## src/design/exyz_pkg.sv

```systemverilog
package exyz_pkg;

    localparam int ANGLE_W = 17;
    localparam int ENTRY_W = 16;
    localparam int TRIG_W = 16;
    localparam int NUM_LANES = 3;
    localparam int CORDIC_STEPS = 16;
    localparam int CX_W = 34;
    localparam int CZ_W = 25;
    localparam int REST_W = 14;
    localparam int QUAD_W = 2;
    localparam int FULL_TURN = 46080;
    localparam int QUARTER_TURN = 11520;
    localparam int ONE_Q14 = 16384;
    localparam longint CORDIC_GAIN = 64'd652032874;

    localparam logic [QUAD_W-1:0] QUAD_0 = 2'd0;
    localparam logic [QUAD_W-1:0] QUAD_1 = 2'd1;
    localparam logic [QUAD_W-1:0] QUAD_2 = 2'd2;
    localparam logic [QUAD_W-1:0] QUAD_3 = 2'd3;

    typedef logic signed [TRIG_W-1:0] t_trig;

    typedef struct packed {
        t_trig sn;
        t_trig cs;
    } t_sincos;

    function automatic logic signed [CZ_W-1:0] atan_tab(input logic [3:0] idx);
        logic signed [CZ_W-1:0] v;
        case (idx)
            4'd0:  v = 25'sd2949120;
            4'd1:  v = 25'sd1740967;
            4'd2:  v = 25'sd919879;
            4'd3:  v = 25'sd466945;
            4'd4:  v = 25'sd234379;
            4'd5:  v = 25'sd117304;
            4'd6:  v = 25'sd58666;
            4'd7:  v = 25'sd29335;
            4'd8:  v = 25'sd14668;
            4'd9:  v = 25'sd7334;
            4'd10: v = 25'sd3667;
            4'd11: v = 25'sd1833;
            4'd12: v = 25'sd917;
            4'd13: v = 25'sd458;
            4'd14: v = 25'sd229;
            default: v = 25'sd115;
        endcase
        return v;
    endfunction

    function automatic t_trig clamp_q14(input logic signed [47:0] v);
        t_trig r;
        if (v > 48'sd16384) begin
            r = 16'sd16384;
        end else if (v < -48'sd16384) begin
            r = -16'sd16384;
        end else begin
            r = v[TRIG_W-1:0];
        end
        return r;
    endfunction

endpackage

```

## src/design/exyz_cordic.sv

```systemverilog
module exyz_cordic
    import exyz_pkg::*;
(
    input  logic                      i_clk,
    input  logic                      i_en,
    input  logic signed [ANGLE_W-1:0] i_angle,
    output t_sincos                   o_sc
);

    // Stage 0: reduce the angle to a quadrant and a rest in 2^-7 degree units.
    logic signed [ANGLE_W+1:0] w_a;
    logic signed [ANGLE_W+1:0] w_r;
    logic [QUAD_W-1:0]         w_q;
    logic [REST_W-1:0]         w_rest;

    always_comb begin
        w_a = {{2{i_angle[ANGLE_W-1]}}, i_angle};
        if (w_a < 0) begin
            w_r = w_a + 19'(FULL_TURN);
        end else if (w_a >= 19'(FULL_TURN)) begin
            w_r = w_a - 19'(FULL_TURN);
        end else begin
            w_r = w_a;
        end
        if (w_r < 0) begin
            w_r = w_r + 19'(FULL_TURN);
        end
        if (w_r >= 19'(3*QUARTER_TURN)) begin
            w_q = QUAD_3;
            w_rest = REST_W'(w_r - 19'(3*QUARTER_TURN));
        end else if (w_r >= 19'(2*QUARTER_TURN)) begin
            w_q = QUAD_2;
            w_rest = REST_W'(w_r - 19'(2*QUARTER_TURN));
        end else if (w_r >= 19'(QUARTER_TURN)) begin
            w_q = QUAD_1;
            w_rest = REST_W'(w_r - 19'(QUARTER_TURN));
        end else begin
            w_q = QUAD_0;
            w_rest = REST_W'(w_r);
        end
    end

    logic signed [CX_W-1:0] r_x [CORDIC_STEPS+1];
    logic signed [CX_W-1:0] r_y [CORDIC_STEPS+1];
    logic signed [CZ_W-1:0] r_z [CORDIC_STEPS+1];
    logic [QUAD_W-1:0]      r_q [CORDIC_STEPS+1];

    always_ff @(posedge i_clk) begin
        if (i_en) begin
            r_x[0] <= CX_W'(CORDIC_GAIN);
            r_y[0] <= '0;
            r_z[0] <= CZ_W'({w_rest, 9'd0});
            r_q[0] <= w_q;
        end
    end

    for (genvar g = 0; g < CORDIC_STEPS; g++) begin : g_step
        logic signed [CX_W-1:0] w_dx;
        logic signed [CX_W-1:0] w_dy;
        assign w_dx = r_y[g] >>> g;
        assign w_dy = r_x[g] >>> g;
        always_ff @(posedge i_clk) begin
            if (i_en) begin
                r_q[g+1] <= r_q[g];
                if (!r_z[g][CZ_W-1]) begin
                    r_x[g+1] <= r_x[g] - w_dx;
                    r_y[g+1] <= r_y[g] + w_dy;
                    r_z[g+1] <= r_z[g] - atan_tab(4'(g));
                end else begin
                    r_x[g+1] <= r_x[g] + w_dx;
                    r_y[g+1] <= r_y[g] - w_dy;
                    r_z[g+1] <= r_z[g] + atan_tab(4'(g));
                end
            end
        end
    end

    t_trig w_s;
    t_trig w_c;
    t_sincos n_sc;
    logic signed [CX_W-1:0] w_ys;
    logic signed [CX_W-1:0] w_xs;

    always_comb begin
        w_ys = (r_y[CORDIC_STEPS] + CX_W'(32768)) >>> 16;
        w_xs = (r_x[CORDIC_STEPS] + CX_W'(32768)) >>> 16;
        w_s = clamp_q14(48'(w_ys));
        w_c = clamp_q14(48'(w_xs));
        unique case (r_q[CORDIC_STEPS])
            QUAD_0: begin n_sc.sn = w_s;  n_sc.cs = w_c;  end
            QUAD_1: begin n_sc.sn = w_c;  n_sc.cs = -w_s; end
            QUAD_2: begin n_sc.sn = -w_s; n_sc.cs = -w_c; end
            default: begin n_sc.sn = -w_c; n_sc.cs = w_s; end
        endcase
    end

    always_ff @(posedge i_clk) begin
        if (i_en) begin
            o_sc <= n_sc;
        end
    end

endmodule

```

## config.mk

```make
export PLATFORM = sky130hd
export DESIGN_NAME = exyz_cordic
export DESIGN_NICKNAME = d
export VERILOG_FILES = /design/src/design/exyz_pkg.sv /design/src/design/exyz_cordic.sv
export SDC_FILE = /design/constraint.sdc
export NUM_CORES = 2
export LEC_CHECK = 0
export BUFFER_PORTS_ARGS = -buffer_cell sky130_fd_sc_hd__buf_2
export CORE_MARGIN = 8
export CORE_UTILIZATION = 55
export CTS_CLUSTER_DIAMETER = 50
export DETAILED_ROUTE_END_ITERATION = 7
export PLACE_DENSITY = 0.71
export SYNTH_ARGS = -nofsm -noshare
export SYNTH_HDL_FRONTEND = slang
export SYNTH_SLANG_ARGS = --single-unit
```

## constraint.sdc

```tcl
create_clock -name i_clk -period 8.9 [get_ports i_clk]
set_clock_uncertainty 0.15 [all_clocks]
set_input_delay 0.445 -clock i_clk [delete_from_list [all_inputs] [get_ports i_clk]]
set_output_delay 0.445 -clock i_clk [all_outputs]
set_load 0.01 [all_outputs]
```

==> out/metrics.yaml <==
synth-main-ff-cell: "edfxtp_1"
avgRoutedWirePerCell_um: 19.7
cts_tree: "done"
layout-drive-gt1-share_pct: 5.60
totalWireLength_um: 282000
worstPathArrival_ps: 6870
yosys_warnings: 0
r2r-start: "r_y[9][11]$_DFFE_PP_"
syn_area_um2: 110000
post-route-worst-setup-slack_ps: 2450
overflow: 0
max_freq_mhz: 155
clkLatencyLatePin_ps: 830
cp-end-kind: "flip-flop"
dpl.hpwl_um: 222000
setup_viol: 0
grtUsageTotal_pct: 25.2
clk_pin_slew_worst_paths_ps: 60
synth_seq_cells: 1323
cts_hold_buf: 11
io_buffers: 50
initial_core_util_pct: 55.3
h-tree-depth: 4
clockRootBuffer: "clkbuf_16"
dieWidth_um: 464
outcome: "finished, final reports clean"
grt_max_degree: 171
setup_tns_ps: 0
cap_violations: 0
worstHoldPathType: "primary input to flip-flop"
critPathRequiredTime_ps: 9320
hold_viol_final: 0
yosysMostFrequentCell: "edfxtp_1"
placedCellCount: 13900
netlist_instances: 11400
io_pins: 51
dieArea_um2: 215000
async_reset_ff_share_pct: 0
min_from: "i_angle[4]"
nFillCells: 16800
via_per_inst: 6.03
multi_input_area_um2: 68200
dp_slack_ps: 2460
drc_errors: 0
num_vias: 86300
register_area_um2: 39700
nNetsFinal: 12800
place.gp.congestion: 0.939
yosysSeqAreaShare_pct: 36.0
slew_headroom_pct: 10.9
clkSinkCount: 1323
period_needed_ps: 6450
cts_buffers: 186
rsz0062_at_grt: "false"
startpoint: "i_en"
core_area_um2: 199000
fin_crit_sh_pct: 72.5
clockBufferDepth: 3
synth_cell_type_count: 123
first_iter_violations: 5825
rows: 164
syn_to_final_growth_pct: 8.82
syn_area_per_cell_um2: 9.69
grt_pass1_vias: 84400
crit_fanout: 129
die_y_um: 464
grt_antenna_before_repair: 6
slew_violations: 0
synth_top_area_share_pct: 36.0
post_cts_resized: 0
layout.cells.non_filler: 14300
crit_type: "primary input to flip-flop"
grt_pass1_wl_um: 447000
synth_commonest_cells: "edfxtp_1, ha_1, xnor2_1"
synth_area_leaders: "edfxtp_1, ha_1, xnor2_1"
drtAntennaViolNets: 0
synth_edf_count: 1323
worstMarginPinSlew_ps: 1320
post_cts_buffers: 0
synth.largest_area_cell: "edfxtp_1"
cp-start-kind: "primary input"
dr.pass1.iters: 6
-- cell type report --
cell class | count | share of cell area, %
multi-input combinational | 9441 | 56.8
sequential | 1323 | 33.1
clock buffer | 199 | 3.99
tap | 2656 | 2.77
inverter | 421 | 1.32
clock inverter | 146 | 1.28
timing repair buffer | 116 | 0.688
antenna | 2 | 0.00417
-- path summary, 6_finish.rpt --
check	end	slack, ps	cells past startpoint
worst min register to register	r_q[11][0]$_DFFE_PP_	260	0
worst max-delay path	r_x[7][32]$_DFFE_PP_	2450	22
worst min-delay path	r_z[0][13]$_DFFE_PP_	220	2
worst max register to register	r_x[10][32]$_DFFE_PP_	2930	21
-- sequential cells by signal (all words and copies together) (netlist names) --
register  cells
r_q          34
r_x         460
r_z         335
r_y         462
o_sc         32
-- stage by stage --
stage               util [%]  hold slack [ps]  instance area [µm²]
finish                  60.1              217               120000
global route            60.1              184               120000
CTS                     60.1              143               120000
detailed placement      56.9              255               114000
global placement        56.9              251               114000
floorplan                  -              250               110000
-- kinds of logic after synthesis --
kind of cell,Yosys count,synth area share [%]
other,1,0.00340
multiplexers,118,1.13
adder cells (fa/ha/maj),1264,14.6
AND/OR/NAND/NOR,3211,14.1
XOR/XNOR,1667,13.3
buffers and inverters,618,2.14
AO/OA/AOI/OAI,3179,18.7
flip-flops,1323,36.0
-- critical path: stages --
cell,delay [ps]
dlygate4sd3_1,670
buf_12,280
buf_12,570
nand2_1,100
buf_4,290
inv_2,260
buf_4,510
a21oi_1,110
xor2_1,170
ha_1,350
a21o_1,180
a21o_1,190
a21oi_2,200
o21a_1,140
a211oi_1,100
o41a_1,460
o21a_1,230
a311oi_2,480
nor3_1,100
a2111oi_0,440
o21bai_1,130
xor2_1,170
-- layout by cell type, fill, tap and decap left out, drive strengths merged, types with 124 or more instances in the layout --
cell type,instances
edfxtp,1323
ha,1231
xnor2,1105
a21oi,1036
nor2,994
nand2,659
o21ai,615
xor2,562
inv,452
a21o,385
nor3,332
nand3,223
nand2b,219
o21a,201
clkbuf,199
nor2b,166
a211oi,124
-- per-layer routing --
layer  share of wire [%]  track usage [%]  up-vias  routed length (µm)
li1                    -                -    42500                   -
met1                  42             30.1    41000              117000
met2                  49             45.5     2226              140000
met3                 4.2             2.76      643               11800
met4                 4.8             11.3        2               13500
met5              0.0046                0        -                  13
Power is left out: the tool's default activity adds up to more than one toggle a clock period on the data nets, which glitch-free logic cannot reach.
